`src/rtl/isfd_pkg.sv`:
```
// ----------------------------------------------------------------------------
// isfd_pkg - shared types and constants for the IMU serial frame decoder
// Frame layout, register indexes, result kinds and fixed-point scale factors.
// ----------------------------------------------------------------------------
package isfd_pkg;

  localparam int FRAME_LEN = 11;
  // data cells hold every byte except the trailing sum byte
  localparam int CELLS     = FRAME_LEN - 1;
  localparam int CNT_W     = $clog2(FRAME_LEN);

  localparam logic [7:0] START_RST = 8'd85;
  localparam logic [7:0] ACCEL_RST = 8'd81;
  localparam logic [7:0] GYRO_RST  = 8'd82;
  localparam logic [7:0] ANGLE_RST = 8'd83;

  typedef enum logic [1:0] {
    REG_START = 2'd0,
    REG_ACCEL = 2'd1,
    REG_GYRO  = 2'd2,
    REG_ANGLE = 2'd3
  } cfg_reg_t;

  typedef enum logic [1:0] {
    KIND_ACCEL = 2'd0,
    KIND_GYRO  = 2'd1,
    KIND_ANGLE = 2'd2
  } kind_t;

  // rate: raw * 125 / 128, angle: raw * 45 / 128
  localparam logic signed [23:0] GYRO_MUL  = 24'sd125;
  localparam logic signed [23:0] ANGLE_MUL = 24'sd45;
  localparam int                 AXIS_SHIFT = 7;

  // temperature: floor((raw*64 + 85*24674) / 85) - 24674 + 9280
  localparam int          TEMP_P_W    = 23;
  localparam logic [23:0] TEMP_BIAS   = 24'd2097290;
  localparam int          TEMP_SHIFT  = 31;
  // ceil(2^31 / 85); error term 42 * p stays below 2^31 for p < 2^23
  localparam logic [24:0] TEMP_RECIP  = 25'd25264514;
  localparam logic [16:0] TEMP_OFFSET = 17'd15394;

  typedef struct packed {
    kind_t                 kind;
    logic signed [15:0]    x;
    logic signed [15:0]    y;
    logic signed [15:0]    z;
    logic [TEMP_P_W-1:0]   temp_p;
  } raw_frame_t;

endpackage

```
`src/rtl/isfd_cell.sv`:
```
// ----------------------------------------------------------------------------
// isfd_cell - one byte cell of the frame shift chain
// Loads the byte from its upstream neighbor whenever the chain advances.
// ----------------------------------------------------------------------------
module isfd_cell (
  input  logic       clk,
  input  logic       shift,
  input  logic [7:0] d,
  output logic [7:0] q
);

  always_ff @(posedge clk) begin
    if (shift) begin
      q <= d;
    end
  end

endmodule

```
`src/rtl/isfd_scale.sv`:
```
// ----------------------------------------------------------------------------
// isfd_scale - fixed-point scaling and result register
// Scales the three axis words per frame kind, converts temperature through a
// reciprocal multiply, and holds the result until the downstream transfer.
// ----------------------------------------------------------------------------
module isfd_scale (
  input  logic                      clk,
  input  logic                      rst,
  input  logic                      frame_valid,
  input  isfd_pkg::raw_frame_t      frame,
  output logic                      frame_ready,
  output logic                      out_valid,
  input  logic                      out_ready,
  output logic [1:0]                kind,
  output logic signed [15:0]        axis_x,
  output logic signed [15:0]        axis_y,
  output logic signed [15:0]        axis_z,
  output logic signed [16:0]        temperature
);

  logic signed [23:0] mul;
  logic signed [15:0] x_next;
  logic signed [15:0] y_next;
  logic signed [15:0] z_next;
  logic [47:0]        t_prod;
  logic [16:0]        t_next;

  function automatic logic signed [15:0] scale_axis(input logic signed [15:0] raw,
                                                    input logic signed [23:0] m,
                                                    input logic               pass);
    logic signed [23:0] wide;
    logic signed [23:0] prod;
    wide = 24'(raw);
    prod = wide * m;
    // arithmetic shift by AXIS_SHIFT; the scaled value fits 16 bits
    scale_axis = pass ? raw : prod[isfd_pkg::AXIS_SHIFT +: 16];
  endfunction

  assign frame_ready = !out_valid || out_ready;

  always_comb begin
    mul    = (frame.kind == isfd_pkg::KIND_GYRO) ? isfd_pkg::GYRO_MUL
                                                 : isfd_pkg::ANGLE_MUL;
    x_next = scale_axis(frame.x, mul, frame.kind == isfd_pkg::KIND_ACCEL);
    y_next = scale_axis(frame.y, mul, frame.kind == isfd_pkg::KIND_ACCEL);
    z_next = scale_axis(frame.z, mul, frame.kind == isfd_pkg::KIND_ACCEL);
    t_prod = 48'(frame.temp_p) * 48'(isfd_pkg::TEMP_RECIP);
    t_next = t_prod[isfd_pkg::TEMP_SHIFT +: 17] - isfd_pkg::TEMP_OFFSET;
  end

  always_ff @(posedge clk) begin
    if (rst) begin
      out_valid <= 1'b0;
    end else if (frame_ready) begin
      out_valid <= frame_valid;
    end
  end

  always_ff @(posedge clk) begin
    if (frame_ready && frame_valid) begin
      kind        <= frame.kind;
      axis_x      <= x_next;
      axis_y      <= y_next;
      axis_z      <= z_next;
      temperature <= t_next;
    end
  end

endmodule

```
`src/rtl/imu_serial_frame_decoder.sv`:
```
// ----------------------------------------------------------------------------
// imu_serial_frame_decoder - 11-byte IMU serial frame parser
// Hunts for the start byte, collects a frame in a byte-cell chain, checks the
// 8-bit sum and type, and emits scaled fixed-point X, Y, Z and temperature.
// ----------------------------------------------------------------------------
// Takes one received byte per cycle unless stalled. Bytes shift through a chain
// of ten byte cells; the eleventh (sum) byte is compared with the running sum
// on arrival, and a good frame of a known type is latched into a decode stage.
// The scale stage and result register follow; the decode stage registers the
// frame and the result register holds the scaled result. Input stalls only
// while a decoded frame waits behind an untaken result.
// Bad, unknown or misheaded frames are dropped without any result.
module imu_serial_frame_decoder (
  input  logic               clk,
  input  logic               rst,
  input  logic               in_valid,
  output logic               in_ready,
  input  logic [7:0]         rx_byte,
  output logic               out_valid,
  input  logic               out_ready,
  output logic [1:0]         kind,
  output logic signed [15:0] axis_x,
  output logic signed [15:0] axis_y,
  output logic signed [15:0] axis_z,
  output logic signed [16:0] temperature,
  input  logic               cfg_valid,
  output logic               cfg_ready,
  input  logic [1:0]         cfg_index,
  input  logic [7:0]         cfg_data
);

  localparam int CELLS = isfd_pkg::CELLS;
  localparam int CNT_W = isfd_pkg::CNT_W;

  logic [7:0] start_byte;
  logic [7:0] accel_code;
  logic [7:0] gyro_code;
  logic [7:0] angle_code;

  logic             hunting;
  logic [CNT_W-1:0] byte_count;
  logic [7:0]       running_sum;
  logic [7:0]       cell_q [CELLS];

  logic in_fire;
  logic shift_en;
  logic last_byte;
  logic frame_ok;

  isfd_pkg::kind_t      kind_dec;
  logic                 type_known;
  logic signed [15:0]   temp_raw;
  logic [23:0]          temp_sum;
  isfd_pkg::raw_frame_t frame_next;
  isfd_pkg::raw_frame_t frame;
  logic                 frame_valid;
  logic                 frame_ready;

  assign cfg_ready = 1'b1;

  always_ff @(posedge clk) begin
    if (rst) begin
      start_byte <= isfd_pkg::START_RST;
      accel_code <= isfd_pkg::ACCEL_RST;
      gyro_code  <= isfd_pkg::GYRO_RST;
      angle_code <= isfd_pkg::ANGLE_RST;
    end else if (cfg_valid) begin
      unique case (isfd_pkg::cfg_reg_t'(cfg_index))
        isfd_pkg::REG_START: start_byte <= cfg_data;
        isfd_pkg::REG_ACCEL: accel_code <= cfg_data;
        isfd_pkg::REG_GYRO:  gyro_code  <= cfg_data;
        isfd_pkg::REG_ANGLE: angle_code <= cfg_data;
        default: ;
      endcase
    end
  end

  assign in_ready  = !frame_valid || frame_ready;
  assign in_fire   = in_valid && in_ready;
  assign last_byte = in_fire && !hunting && (byte_count == CNT_W'(CELLS));
  assign shift_en  = in_fire && (!hunting || rx_byte == start_byte) &&
                     (byte_count != CNT_W'(CELLS));

  // cell 0 takes the newest byte; frame byte i sits in cell CELLS-1-i
  for (genvar j = 0; j < CELLS; j++) begin : g_cell
    isfd_cell u_cell (
      .clk   (clk),
      .shift (shift_en),
      .d     (j == 0 ? rx_byte : cell_q[(j == 0) ? 0 : j - 1]),
      .q     (cell_q[j])
    );
  end

  always_ff @(posedge clk) begin
    if (rst) begin
      hunting     <= 1'b1;
      byte_count  <= '0;
      running_sum <= '0;
    end else if (shift_en) begin
      hunting     <= 1'b0;
      byte_count  <= byte_count + 1'b1;
      running_sum <= running_sum + rx_byte;
    end else if (last_byte) begin
      hunting     <= 1'b1;
      byte_count  <= '0;
      running_sum <= '0;
    end
  end

  always_comb begin
    type_known = 1'b1;
    priority if (cell_q[CELLS-2] == accel_code) begin
      kind_dec = isfd_pkg::KIND_ACCEL;
    end else if (cell_q[CELLS-2] == gyro_code) begin
      kind_dec = isfd_pkg::KIND_GYRO;
    end else if (cell_q[CELLS-2] == angle_code) begin
      kind_dec = isfd_pkg::KIND_ANGLE;
    end else begin
      kind_dec   = isfd_pkg::KIND_ACCEL;
      type_known = 1'b0;
    end
    frame_ok = last_byte && type_known && (cell_q[CELLS-1] == start_byte) &&
               (rx_byte == running_sum);

    temp_raw = {cell_q[0], cell_q[1]};
    // raw * 64 plus bias keeps the dividend positive
    temp_sum = {{2{temp_raw[15]}}, temp_raw, 6'b0} + isfd_pkg::TEMP_BIAS;

    frame_next.kind   = kind_dec;
    frame_next.x      = {cell_q[6], cell_q[7]};
    frame_next.y      = {cell_q[4], cell_q[5]};
    frame_next.z      = {cell_q[2], cell_q[3]};
    frame_next.temp_p = temp_sum[isfd_pkg::TEMP_P_W-1:0];
  end

  always_ff @(posedge clk) begin
    if (rst) begin
      frame_valid <= 1'b0;
    end else if (frame_ok) begin
      frame_valid <= 1'b1;
    end else if (frame_ready) begin
      frame_valid <= 1'b0;
    end
  end

  always_ff @(posedge clk) begin
    if (frame_ok) begin
      frame <= frame_next;
    end
  end

  isfd_scale u_scale (
    .clk         (clk),
    .rst         (rst),
    .frame_valid (frame_valid),
    .frame       (frame),
    .frame_ready (frame_ready),
    .out_valid   (out_valid),
    .out_ready   (out_ready),
    .kind        (kind),
    .axis_x      (axis_x),
    .axis_y      (axis_y),
    .axis_z      (axis_z),
    .temperature (temperature)
  );

`ifndef SYNTH
  a_hunt_empty: assert property (@(posedge clk) disable iff (rst)
    hunting |-> (byte_count == '0 && running_sum == '0))
    else $error("hunting with a partial frame");

  a_count_range: assert property (@(posedge clk) disable iff (rst)
    byte_count <= CNT_W'(CELLS))
    else $error("byte count past frame length");

  a_decode_hold: assert property (@(posedge clk) disable iff (rst)
    frame_valid && !frame_ready |=> frame_valid && $stable(frame))
    else $error("decoded frame lost while stalled");

  a_last_resets: assert property (@(posedge clk) disable iff (rst)
    last_byte |=> hunting)
    else $error("sum byte did not end the frame");

  a_kind_known: assert property (@(posedge clk) disable iff (rst)
    frame_valid |-> (frame.kind == isfd_pkg::KIND_ACCEL ||
                     frame.kind == isfd_pkg::KIND_GYRO ||
                     frame.kind == isfd_pkg::KIND_ANGLE))
    else $error("decoded frame with unknown kind");
`endif

endmodule

```
`config.mk`:
```
export PLATFORM = sky130hd
export DESIGN_NAME = imu_serial_frame_decoder
export DESIGN_NICKNAME = d
export VERILOG_FILES = /design/src/rtl/isfd_pkg.sv /design/src/rtl/isfd_cell.sv /design/src/rtl/isfd_scale.sv /design/src/rtl/imu_serial_frame_decoder.sv
export SDC_FILE = /design/constraint.sdc
export NUM_CORES = 1
export LEC_CHECK = 0
export ABC_AREA = 1
export BUFFER_PORTS_ARGS = -buffer_cell sky130_fd_sc_hd__buf_2
export CAP_MARGIN = 10
export CELL_PAD_IN_SITES_DETAIL_PLACEMENT = 0
export CELL_PAD_IN_SITES_GLOBAL_PLACEMENT = 1
export CORE_MARGIN = 2
export CORE_UTILIZATION = 25
export DETAILED_ROUTE_END_ITERATION = 10
export GPL_TIMING_DRIVEN = 0
export HOLD_SLACK_MARGIN = 0.15
export PLACE_DENSITY = 0.51
export SYNTH_ARGS = -nofsm -noshare
export SYNTH_HDL_FRONTEND = slang
export SYNTH_HIERARCHICAL = 1
export SYNTH_SLANG_ARGS = --single-unit
```
`constraint.sdc`:
```
create_clock -name clk -period 17.5 [get_ports clk]
set_input_delay 2.625 -clock clk [delete_from_list [all_inputs] [get_ports clk]]
set_output_delay 2.625 -clock clk [all_outputs]
set_load 0.005 [all_outputs]
```
# Word level (Yosys, flattened, before mapping)
# Cells that the tools add are included.
dict set report word_totals {
  ff_bits 267
  output_inout_bits 70
  wordCells 91
}
dict set report op_classes {
  addsub 4
  mul 4
  eq_ne 12
  mux 17
  reduce_logical 24
}
# cell n
set ops {}
lappend ops {{$mul A16 B8 Y23} 3}
lappend ops {{$eq A8 B8 Y1} 6}
lappend ops {{$mux W16} 3}
lappend ops {{$mul A23 B24 Y47 const B} 1}
lappend ops {{$add A22 B23 Y23 const B} 1}
lappend ops {{$sub A17 B14 Y17 const B} 1}
lappend ops {{$mux W8} 2}
lappend ops {{$logic_and A1 B1 Y1} 9}
lappend ops {{$add A8 B8 Y8} 1}
lappend ops {{$mux W1} 8}
lappend ops {{$mux W4} 2}
lappend ops {{$reduce_and A2 Y1} 4}
lappend ops {{$mux W7} 1}
lappend ops {{$add A4 B1 Y4 const B} 1}
lappend ops {{$eq A2 B1 Y1 const B} 2}
lappend ops {{$eq A2 B2 Y1 const B} 2}
lappend ops {{$eq A4 B4 Y1 const B} 1}
lappend ops {{$logic_not A2 Y1} 2}
lappend ops {{$ne A4 B4 Y1 const B} 1}
lappend ops {{$reduce_bool A2 Y1} 2}
lappend ops {{$logic_not A1 Y1} 3}
lappend ops {{$logic_or A1 B1 Y1} 3}
lappend ops {{$mux W2} 1}
lappend ops {{$reduce_or A2 Y1} 1}

# Depth between registers and ports, before layout
# Gate-level depths: netlist (run 1).
dict set report logic_depth {
  ltp_word 10
  ltp_mapped 33
  mapped_depth_nobuf 33
}

# By module
# Netlist (run 1), hierarchy kept.
# mod instances cells_each area_per_inst_um2 seq_area_each_um2
set modules_own_cells {}
lappend modules_own_cells {isfd_scale 1 2100 17864.6 2031.9}
lappend modules_own_cells {imu_serial_frame_decoder 1 499 5149.9 2932.8}
lappend modules_own_cells {isfd_cell 10 8 240.2 240.2}

# Worst setup path after synthesis (run 1)
# No wires, ideal clock.
dict set report synth_path {
  kind {in2reg}
  startpoint {input port out_ready}
  endpoint {register u_scale.axis_x[0], enable pin}
  setup_time_ns 0.514
  t_arrival_ns 5.899
  required_ns 16.986
  path_slack_ns 11.087
  cell_stages 2
  n_path_buf 0
  path_cell_list {inv_1 a21oi_1}
}
dict set report synth_between {
  elab_chain_len 2
}
# element line_no
set synth_rtl {}
lappend synth_rtl {{from (decl)} imu_serial_frame_decoder.sv:20} ;# input logic out_ready,
lappend synth_rtl {{$logic_or A1 B1 Y1} isfd_scale.sv:39} ;# assign frame_ready = !out_valid || out_ready;
lappend synth_rtl {{$logic_and A1 B1 Y1} isfd_scale.sv:60} ;# if (frame_ready && frame_valid) begin
lappend synth_rtl {{to (signal assigned)} isfd_scale.sv:62} ;# axis_x <= x_next;
lappend synth_rtl {{to (decl)} isfd_scale.sv:15} ;# output logic signed [15:0] axis_x,
# Every way passes these cells.
# A chain may end at the register's enable or synchronous reset.

# Worst setup path in the final report (run 1)
dict set report layout_path {
  startpoint {register, netlist name frame[72]}
  endpoint {register u_scale.axis_x[7], data pin}
}
dict set report layout_between {
  elab_chain_len 4
  word_cells_on_any_way 5
}
# element line_no
set layout_rtl {}
lappend layout_rtl {{$eq A2 B1 Y1} isfd_scale.sv:42} ;# mul = (frame.kind == isfd_pkg::KIND_GYRO) ? isfd_pkg::GYRO_MUL
lappend layout_rtl {{$mux W7} isfd_scale.sv:42}
lappend layout_rtl {{$mul A16 B8 Y23} isfd_scale.sv:34} ;# prod = wide * m;
lappend layout_rtl {{$mux W16 (*)} isfd_scale.sv:36} ;# scale_axis = pass ? raw : prod[isfd_pkg::AXIS_SHIFT +: 16];
lappend layout_rtl {{net u_scale.x_next[7]} isfd_scale.sv:22} ;# logic signed [15:0] x_next;
# The timed path passes the listed nets; every way through them passes the cells marked *.

==> impl_metrics.prom, run 1 <==
# TYPE chip_impl_metric gauge
chip_impl_metric{name="reg2reg_setup_slack",unit="ps"} 10340
chip_impl_metric{name="io_buffer_count",unit=""} 91
chip_impl_metric{name="overflow",unit=""} 0
chip_impl_metric{name="synth_warnings",unit=""} 6
chip_impl_metric{name="clock_tree.buffer_depth",unit=""} 3
chip_impl_metric{name="dieWidth",unit="um"} 322.9
chip_impl_metric{name="routed_wirelength",unit="um"} 69710
chip_impl_metric{name="post_synth_instance_area",unit="um^2"} 25420
chip_impl_metric{name="timing.reg2reg.worst_path_depth",unit=""} 21
chip_impl_metric{name="placement.cell_area",unit="um^2"} 27750
chip_impl_metric{name="final_critical_path_required_period",unit="ps"} 7163
chip_impl_metric{name="gp_congestion",unit=""} 0.8033
chip_impl_metric{name="hold_path_depth",unit=""} 0
chip_impl_info{name="run_status",value="completed"} 1
chip_impl_info{name="root_buffer",value="clkbuf_16"} 1
chip_impl_metric{name="finClkSkew",unit="ps"} 26.76
chip_impl_metric{name="setup-tns-final",unit="ps"} 0
chip_impl_metric{name="post_route_cells_drive_above_1_share",unit=""} 0.1005
chip_impl_info{name="rsz_0062_raised_after_global_routing",value="no"} 1
chip_impl_metric{name="design.final.nets",unit=""} 3458
chip_impl_metric{name="yosysUniqueCellTypes",unit=""} 55
chip_impl_metric{name="numCtsBuffers",unit=""} 35
chip_impl_metric{name="cts.repair.resized",unit=""} 0
chip_impl_info{name="synth_area_leader_cell",value="edfxtp_1"} 1
chip_impl_metric{name="grt_pass1_vias",unit=""} 18380
chip_impl_metric{name="worst-slew-pin-transition",unit="ps"} 1064
chip_impl_metric{name="postCtsSetupRepairBufs",unit=""} 0
chip_impl_info{name="yosys.cell_count.top_type",value="inv_1"} 1
chip_impl_info{name="critPathKind",value="reg -> reg"} 1
chip_impl_metric{name="report.final.setup_viol",unit=""} 0
chip_impl_info{name="start_kind",value="register"} 1
chip_impl_metric{name="grt_max_degree",unit=""} 68
chip_impl_metric{name="post_synth_edffs",unit=""} 214
chip_impl_metric{name="crit_required",unit="ps"} 17760
chip_impl_info{name="hold_path_sink",value="frame[64]"} 1
chip_impl_metric{name="htree_levels",unit=""} 2
chip_impl_metric{name="drt-pass1-iter-count",unit=""} 5
chip_impl_metric{name="grtUsageTotal",unit=""} 0.1359
chip_impl_metric{name="detail_route.drc_violations",unit=""} 0
chip_impl_metric{name="final_min_period_over_clock_period",unit=""} 0.4093
chip_impl_metric{name="antenna_violating_nets_post_route",unit=""} 0
chip_impl_metric{name="power.static_leakage",unit="nW"} 13.54
chip_impl_metric{name="number_of_cell_rows",unit=""} 116
chip_impl_metric{name="wl_per_cell",unit="um"} 16.55
chip_impl_metric{name="initial_core_utilization",unit=""} 0.2531
chip_impl_metric{name="cts_num_sinks",unit=""} 261
chip_impl_metric{name="antenna_cells_inserted",unit=""} 0
chip_impl_metric{name="synth_top_area_share",unit=""} 0.2528
chip_impl_metric{name="route.vias.total",unit=""} 17660
chip_impl_info{name="r2r-end",value="u_scale/axis_x[7]"} 1
chip_impl_info{name="synthTopCellsByArea",value="edfxtp_1, fa_1, ha_1"} 1
chip_impl_metric{name="syn-instance-count",unit=""} 2679
chip_impl_metric{name="synth.ff_latch_count",unit=""} 261
chip_impl_info{name="startpoint_of_the_most_critical_register_to_register_path",value="frame[72]"} 1
chip_impl_metric{name="core-area",unit="um^2"} 100400
chip_impl_metric{name="final_max_slew_viol_count",unit=""} 0
chip_impl_metric{name="ir_worst_vdd",unit="V"} 0.00006405
chip_impl_metric{name="die_h",unit="um"} 322.9
chip_impl_metric{name="antenna_violations_before_repair",unit=""} 1
chip_impl_metric{name="cap_violations",unit=""} 0
chip_impl_metric{name="yosysSeqAreaShare",unit=""} 0.2898
chip_impl_metric{name="clk-insertion-delay-late",unit="ps"} 590
chip_impl_metric{name="clk_pin_slew_worst_paths",unit="ps"} 70
chip_impl_metric{name="grt_first_pass_wirelength",unit="um"} 107700
chip_impl_metric{name="worstPathArrival",unit="ps"} 7420
chip_impl_info{name="min_path_type",value="reg -> reg"} 1
chip_impl_metric{name="area_growth",unit="%"} 13.71
chip_impl_metric{name="boundaryPins",unit=""} 93
chip_impl_info{name="cts_tree",value="built"} 1
chip_impl_metric{name="path_max_fanout",unit=""} 10
chip_impl_metric{name="worst_slew_margin_rel",unit=""} 0.2907
chip_impl_metric{name="design.die.area",unit="um^2"} 104200
chip_impl_metric{name="syn_area_per_cell",unit="um^2"} 9.487
chip_impl_metric{name="drt_iter0_drc",unit=""} 903
chip_impl_metric{name="cts-hold-fix-buffers",unit=""} 0
chip_impl_metric{name="hold_violations",unit=""} 0
chip_impl_metric{name="route.detailed.vias_per_inst",unit=""} 4.192
chip_impl_metric{name="powerDensity",unit="nW/um^2"} 55.85
chip_impl_metric{name="asyncSetResetFlopFracSynth",unit=""} 0
chip_impl_metric{name="achievable-frequency",unit="GHz"} 0.1396
chip_impl_info{name="ys_top_cells_by_count",value="inv_1, nand2_1, ha_1"} 1
chip_impl_info{name="synth_top_flop_cell",value="edfxtp_1"} 1
chip_impl_metric{name="stdcell_area",unit="um^2"} 28900
chip_impl_info{name="worst_setup_path_end_kind",value="register"} 1
chip_impl_info{name="hold_path_startpoint",value="g_cell[6].u_cell/q[1]"} 1
chip_impl_metric{name="place_hpwl",unit="um"} 58180
-- worst max-delay path by stage --
stage,start,end,cells after the start
global route,frame[72],u_scale/axis_x[7],21
floorplan,out_ready,u_scale/axis_x[0],2
detailed placement,frame[72],u_scale/axis_x[7],21
finish,frame[72],u_scale/axis_x[7],21
global placement,out_ready,u_scale/axis_x[12],3
CTS,frame[72],u_scale/axis_x[7],21
-- cell usage in the layout (no fill, tap or decap), types with 4 or more instances in the layout --
master      count
nor3_4          5
a31oi_1         4
clkinv_2        4
nor2_2         10
nand3_2        15
nand3b_1       13
clkbuf_16      35
nand2_1       471
dfxtp_1        47
edfxtp_1      214
buf_1           5
a21oi_2         9
o21bai_1        8
inv_2          12
nor3_2          4
or2_2          28
nor3_1         10
clkbuf_1       20
nand3_1       117
nor2_1        190
o21ai_0        98
inv_1         473
ha_1          349
buf_2          91
nor2_4          7
o21ai_1         7
conb_1         21
xor2_1         41
o21a_1          4
inv_6           5
xnor2_1        50
clkinvlp_4      5
nand4_1        29
a21oi_1       109
o211ai_1        4
nand2_2        27
a21o_1          9
fa_1          256
-- power by group --
| part | internal (mW) | switching [mW] | total (mW) |
|---|---|---|---|
| Combinational | 0.0689 | 0.133 | 0.202 |
| Clock | 0.420 | 0.319 | 0.739 |
| Sequential | 0.669 | 0.00370 | 0.673 |
-- area by class of cell --
| cell class | instances | area [um^2] |
|---|---|---|
| clock inverters | 24 | 269.0 |
| fillers | 10860 | 71530 |
| repair buffers | 95 | 543.0 |
| well taps | 1357 | 1698 |
| multi-input cells | 1923 | 16170 |
| flip-flops and latches | 261 | 7367 |
| clock buffers | 38 | 887.1 |
| plain buffers | 27 | 131.4 |
| inverters | 487 | 1833 |
-- registers in the layout, summed over array words and instances (netlist names), 16 cells and up --
name and cells:
u_scale/axis_z 16, g_cell.u_cell/q 80, u_scale/temperature 17, frame 67, u_scale/axis_x 16, u_scale/axis_y 16
-- cell families (layout without fill, tap and decap cells) --
logic type               after synthesis  after routing  synth area share
other                                  2             21         0.0002955
flip-flops                           261            261            0.2898
XOR/XNOR                              91             91           0.03136
AO/OA/AOI/OAI                        268            268           0.05966
adder cells (fa/ha/maj)              605            605            0.3734
AND/OR/NAND/NOR                      938            938            0.1683
buffers and inverters                514            671           0.07709
-- layer usage --
layer,vias to the layer above,wire length (um),GRT usage
met5,-,0,0
met4,0,1043,0.02512
met3,50,1931,0.01759
met2,184,33200,0.2291
met1,8445,33540,0.1872
li1,8978,-,-
-- worst max-delay path, cell delays in order (launching register included) --
cell	delay [ps]
edfxtp_1	430
nor2_1	800
inv_1	360
clkbuf_1	510
buf_1	480
nor2_1	290
fa_1	470
fa_1	480
fa_1	540
fa_1	500
ha_1	350
a21oi_1	150
o21ai_1	100
a21oi_1	210
nor2_1	90
nor2_1	270
o21ai_1	170
nand2_1	90
nand2_1	70
or2_1	220
nand3_1	60
o21ai_0	190
-- through the flow --
step / utilization / setup WS [ps] / power, mW / instances / hold slack (ps)
floorplan: - / 11090 / 0.8281 / 2698 / 421.5
global placement: 0.2752 / 8232 / 0.8920 / 4146 / 428.9
detailed placement: 0.2762 / 10120 / 0.8901 / 4150 / 433.6
CTS: 0.2878 / 10100 / 1.650 / 4212 / 442.2
global route: 0.2878 / 9871 / 1.696 / 4212 / 459.4
finish: 0.2878 / 10340 / 1.614 / 4212 / 441.5
Note: power is estimated with default switching activity, not from simulation.
==> run 2: changes to the inputs <==
==> constraint.sdc (replaced) <==
create_clock -name clk -period 7.05 [get_ports clk]
set_input_delay 1.0575 -clock clk [delete_from_list [all_inputs] [get_ports clk]]
set_output_delay 1.0575 -clock clk [all_outputs]
set_load 0.005 [all_outputs]
==> run 2 against run 1 <==
  * Total power is 150% higher
  * Count of clock-buffer cells in the layout stayed put
  * Combinational power is 150% higher
  * Via count is 0.25% higher
  * Largest cell class unchanged
  * Die area stayed put
  * Critical path depth stayed put
  * Global-route usage stayed put
  * Highest routed layer unchanged
  * Sequential share of layout area hardly changed
  * Largest power group unchanged
  * Worst hold slack worse by 2.1 ps
==> impl_metrics.prom, run 2 (synthesis results as in run 1) <==
# TYPE chip_impl_metric gauge
chip_impl_metric{name="antenna_cells_inserted",unit=""} 0
chip_impl_info{name="min_path_type",value="reg -> reg"} 1
chip_impl_metric{name="clk_pin_slew_worst_paths",unit="ps"} 70
chip_impl_metric{name="report.final.setup_viol",unit=""} 0
chip_impl_info{name="rsz_0062_raised_after_global_routing",value="no"} 1
chip_impl_info{name="mostFrequentLayoutCells",value="inv_1, nand2_1, ha_1, fa_1, edfxtp_1"} 1
chip_impl_metric{name="die_h",unit="um"} 322.9
chip_impl_metric{name="clk-insertion-delay-late",unit="ps"} 590
chip_impl_metric{name="route.detailed.vias_per_inst",unit=""} 4.200
chip_impl_metric{name="crit_required",unit="ps"} 7310
chip_impl_metric{name="drt_iter0_drc",unit=""} 831
chip_impl_metric{name="cts_num_sinks",unit=""} 261
chip_impl_metric{name="combinationalPowerShare",unit=""} 0.125
chip_impl_metric{name="hold_violations",unit=""} 0
chip_impl_metric{name="final_critical_path_required_period",unit="ps"} 6406
chip_impl_metric{name="routed_wirelength",unit="um"} 69660
chip_impl_metric{name="grt_first_pass_wirelength",unit="um"} 107700
chip_impl_metric{name="fin_cells",unit=""} 4215
chip_impl_metric{name="fin_util",unit=""} 0.2881
chip_impl_info{name="critPathKind",value="reg -> reg"} 1
chip_impl_info{name="hold_path_startpoint",value="g_cell[6].u_cell/q[1]"} 1
chip_impl_metric{name="place_hpwl",unit="um"} 58180
chip_impl_metric{name="io_buffer_count",unit=""} 91
chip_impl_metric{name="route.vias.total",unit=""} 17700
chip_impl_metric{name="powerDensity",unit="nW/um^2"} 138.5
chip_impl_metric{name="power_switching_share",unit=""} 0.2827
chip_impl_metric{name="area_growth",unit="%"} 13.84
chip_impl_metric{name="power.static_leakage",unit="nW"} 13.55
chip_impl_metric{name="htree_levels",unit=""} 2
chip_impl_metric{name="core-area",unit="um^2"} 100400
chip_impl_info{name="startpoint_of_the_most_critical_register_to_register_path",value="frame[72]"} 1
chip_impl_info{name="max_flop_register",value="g_cell.u_cell/q"} 1
chip_impl_metric{name="grt_pass1_vias",unit=""} 18380
chip_impl_metric{name="antenna_violating_nets_post_route",unit=""} 0
chip_impl_metric{name="largest_reg_flops",unit=""} 80
chip_impl_info{name="reg_top3",value="g_cell.u_cell/q x80, frame x67, u_scale/temperature x17"} 1
chip_impl_metric{name="power_frac_clock",unit=""} 0.458
chip_impl_metric{name="number_of_cell_rows",unit=""} 116
chip_impl_metric{name="achievable-frequency",unit="GHz"} 0.1561
chip_impl_metric{name="met1_layer_wirelength_in_the_final_routing",unit="um"} 33560
chip_impl_info{name="root_buffer",value="clkbuf_16"} 1
chip_impl_metric{name="final.setup.worst_slack",unit="ps"} 644.0
chip_impl_info{name="worst_setup_path_end_kind",value="register"} 1
chip_impl_metric{name="initial_core_utilization",unit=""} 0.2531
chip_impl_info{name="maxUsedRoutingLayer",value="met4"} 1
chip_impl_metric{name="grt_max_degree",unit=""} 68
chip_impl_metric{name="numCtsBuffers",unit=""} 35
chip_impl_metric{name="met3WireLength",unit="um"} 1854
chip_impl_metric{name="power.switching",unit="mW"} 1.133
chip_impl_metric{name="design.final.nets",unit=""} 3461
chip_impl_metric{name="worstPathArrival",unit="ps"} 6670
chip_impl_metric{name="clock_tree.buffer_depth",unit=""} 3
chip_impl_info{name="start_kind",value="register"} 1
chip_impl_metric{name="nFillCells",unit=""} 10860
chip_impl_metric{name="p_int",unit="mW"} 2.874
chip_impl_metric{name="place.detailed.instances",unit=""} 4150
chip_impl_metric{name="detail_route.drc_violations",unit=""} 0
chip_impl_metric{name="p_total",unit="mW"} 4.006
chip_impl_metric{name="whs",unit="ps"} 439.4
chip_impl_metric{name="drt-pass1-iter-count",unit=""} 5
chip_impl_metric{name="gp_congestion",unit=""} 0.8033
chip_impl_metric{name="antenna_violations_before_repair",unit=""} 1
chip_impl_metric{name="final_min_period_over_clock_period",unit=""} 0.9087
chip_impl_metric{name="placement.cell_area",unit="um^2"} 27750
chip_impl_metric{name="pwr-share-seq",unit=""} 0.417
chip_impl_metric{name="path_max_fanout",unit=""} 11
chip_impl_metric{name="cap_violations",unit=""} 0
chip_impl_metric{name="ir_worst_vdd",unit="V"} 0.0001592
chip_impl_info{name="cts_tree",value="built"} 1
chip_impl_metric{name="met2RoutedLength",unit="um"} 33190
chip_impl_metric{name="detailedPlace.worstSlack",unit="ps"} -328.7
chip_impl_metric{name="wl_per_cell",unit="um"} 16.53
chip_impl_metric{name="stdcell_area",unit="um^2"} 28930
chip_impl_info{name="layout_commonest_cell",value="inv_1"} 1
chip_impl_metric{name="dieWidth",unit="um"} 322.9
chip_impl_metric{name="boundaryPins",unit=""} 93
chip_impl_metric{name="overflow",unit=""} 0
chip_impl_metric{name="final_max_slew_viol_count",unit=""} 0
chip_impl_metric{name="setup-tns-final",unit="ps"} 0
chip_impl_metric{name="finClkSkew",unit="ps"} 26.91
chip_impl_info{name="timing.critical_path.from",value="frame[72]"} 1
chip_impl_info{name="run_status",value="completed"} 1
chip_impl_metric{name="worst-slew-pin-transition",unit="ps"} 1090
chip_impl_metric{name="post_route_cells_drive_above_1_share",unit=""} 0.1025
chip_impl_metric{name="grtUsageTotal",unit=""} 0.1359
chip_impl_metric{name="worst_slew_margin_rel",unit=""} 0.2733
chip_impl_metric{name="design.die.area",unit="um^2"} 104200
## run 2: changes by cell type in the layout (fill, tap and decap cells not counted)
cell        change
buf_4           +4
clkbuf_1        -1
clkinvlp_4      +1
inv_1           -1
nor2_1          -1
nor2_2          +1
## run 2: per-layer routing
metal / global-route usage / vias to the layer above
met4: 0.02512 / 0
met2: 0.2291 / 192
met5: 0 / -
met3: 0.01759 / 51
li1: - / 8986
met1: 0.1872 / 8473
## run 2: path summary, 6_finish.rpt
path | to | slack [ps] | cells after the start
worst min-delay path | frame[64] | 440 | 0
worst max-delay path | u_scale/axis_x[7] | 640 | 21
worst min register to register | frame[64] | 440 | 0
worst max register to register | u_scale/axis_x[7] | 640 | 21
## run 2: timing repair
item / CTS / global route
endpoints found under the setup margin: 11 / 6
resized for setup: 1 / 1
setup buffers: 0 / 4
gates cloned: 0 / 0
hold buffers: 0 / 0
## run 2: area by class of cell
| type | instances | area, um^2 | share of cell area |
|---|---|---|---|
| buffer | 26 | 127.6 | 0.004411 |
| clock buffer | 38 | 887.1 | 0.03066 |
| clock inverter | 24 | 269.0 | 0.009297 |
| inverter | 487 | 1837 | 0.06348 |
| multi-input combinational | 1923 | 16180 | 0.5590 |
| sequential | 261 | 7367 | 0.2546 |
| tap | 1357 | 1698 | 0.05868 |
| timing repair buffer | 99 | 573.1 | 0.01981 |
## run 2: critical path, stage by stage, from the launching register on
cell,delay (ps)
edfxtp_1,440
nor2_2,600
clkinvlp_4,180
buf_4,230
buf_1,360
nor2_1,280
fa_1,470
fa_1,480
fa_1,540
fa_1,510
ha_1,360
a21oi_1,150
o21ai_1,100
a21oi_1,210
nor2_1,90
nor2_1,270
o21ai_1,170
nand2_1,90
nand2_1,70
or2_1,220
nand3_1,60
o21ai_0,190
## run 2: power groups by stage
stage                     sequential, mW  combinational, mW  clock (mW)
final                               1.67              0.502        1.83
after detailed placement            1.70              0.507           0
after global placement              1.70              0.511           0
after global routing                1.67              0.578        1.96
after CTS                           1.67              0.511        1.92
after floorplan                     1.70              0.356           0
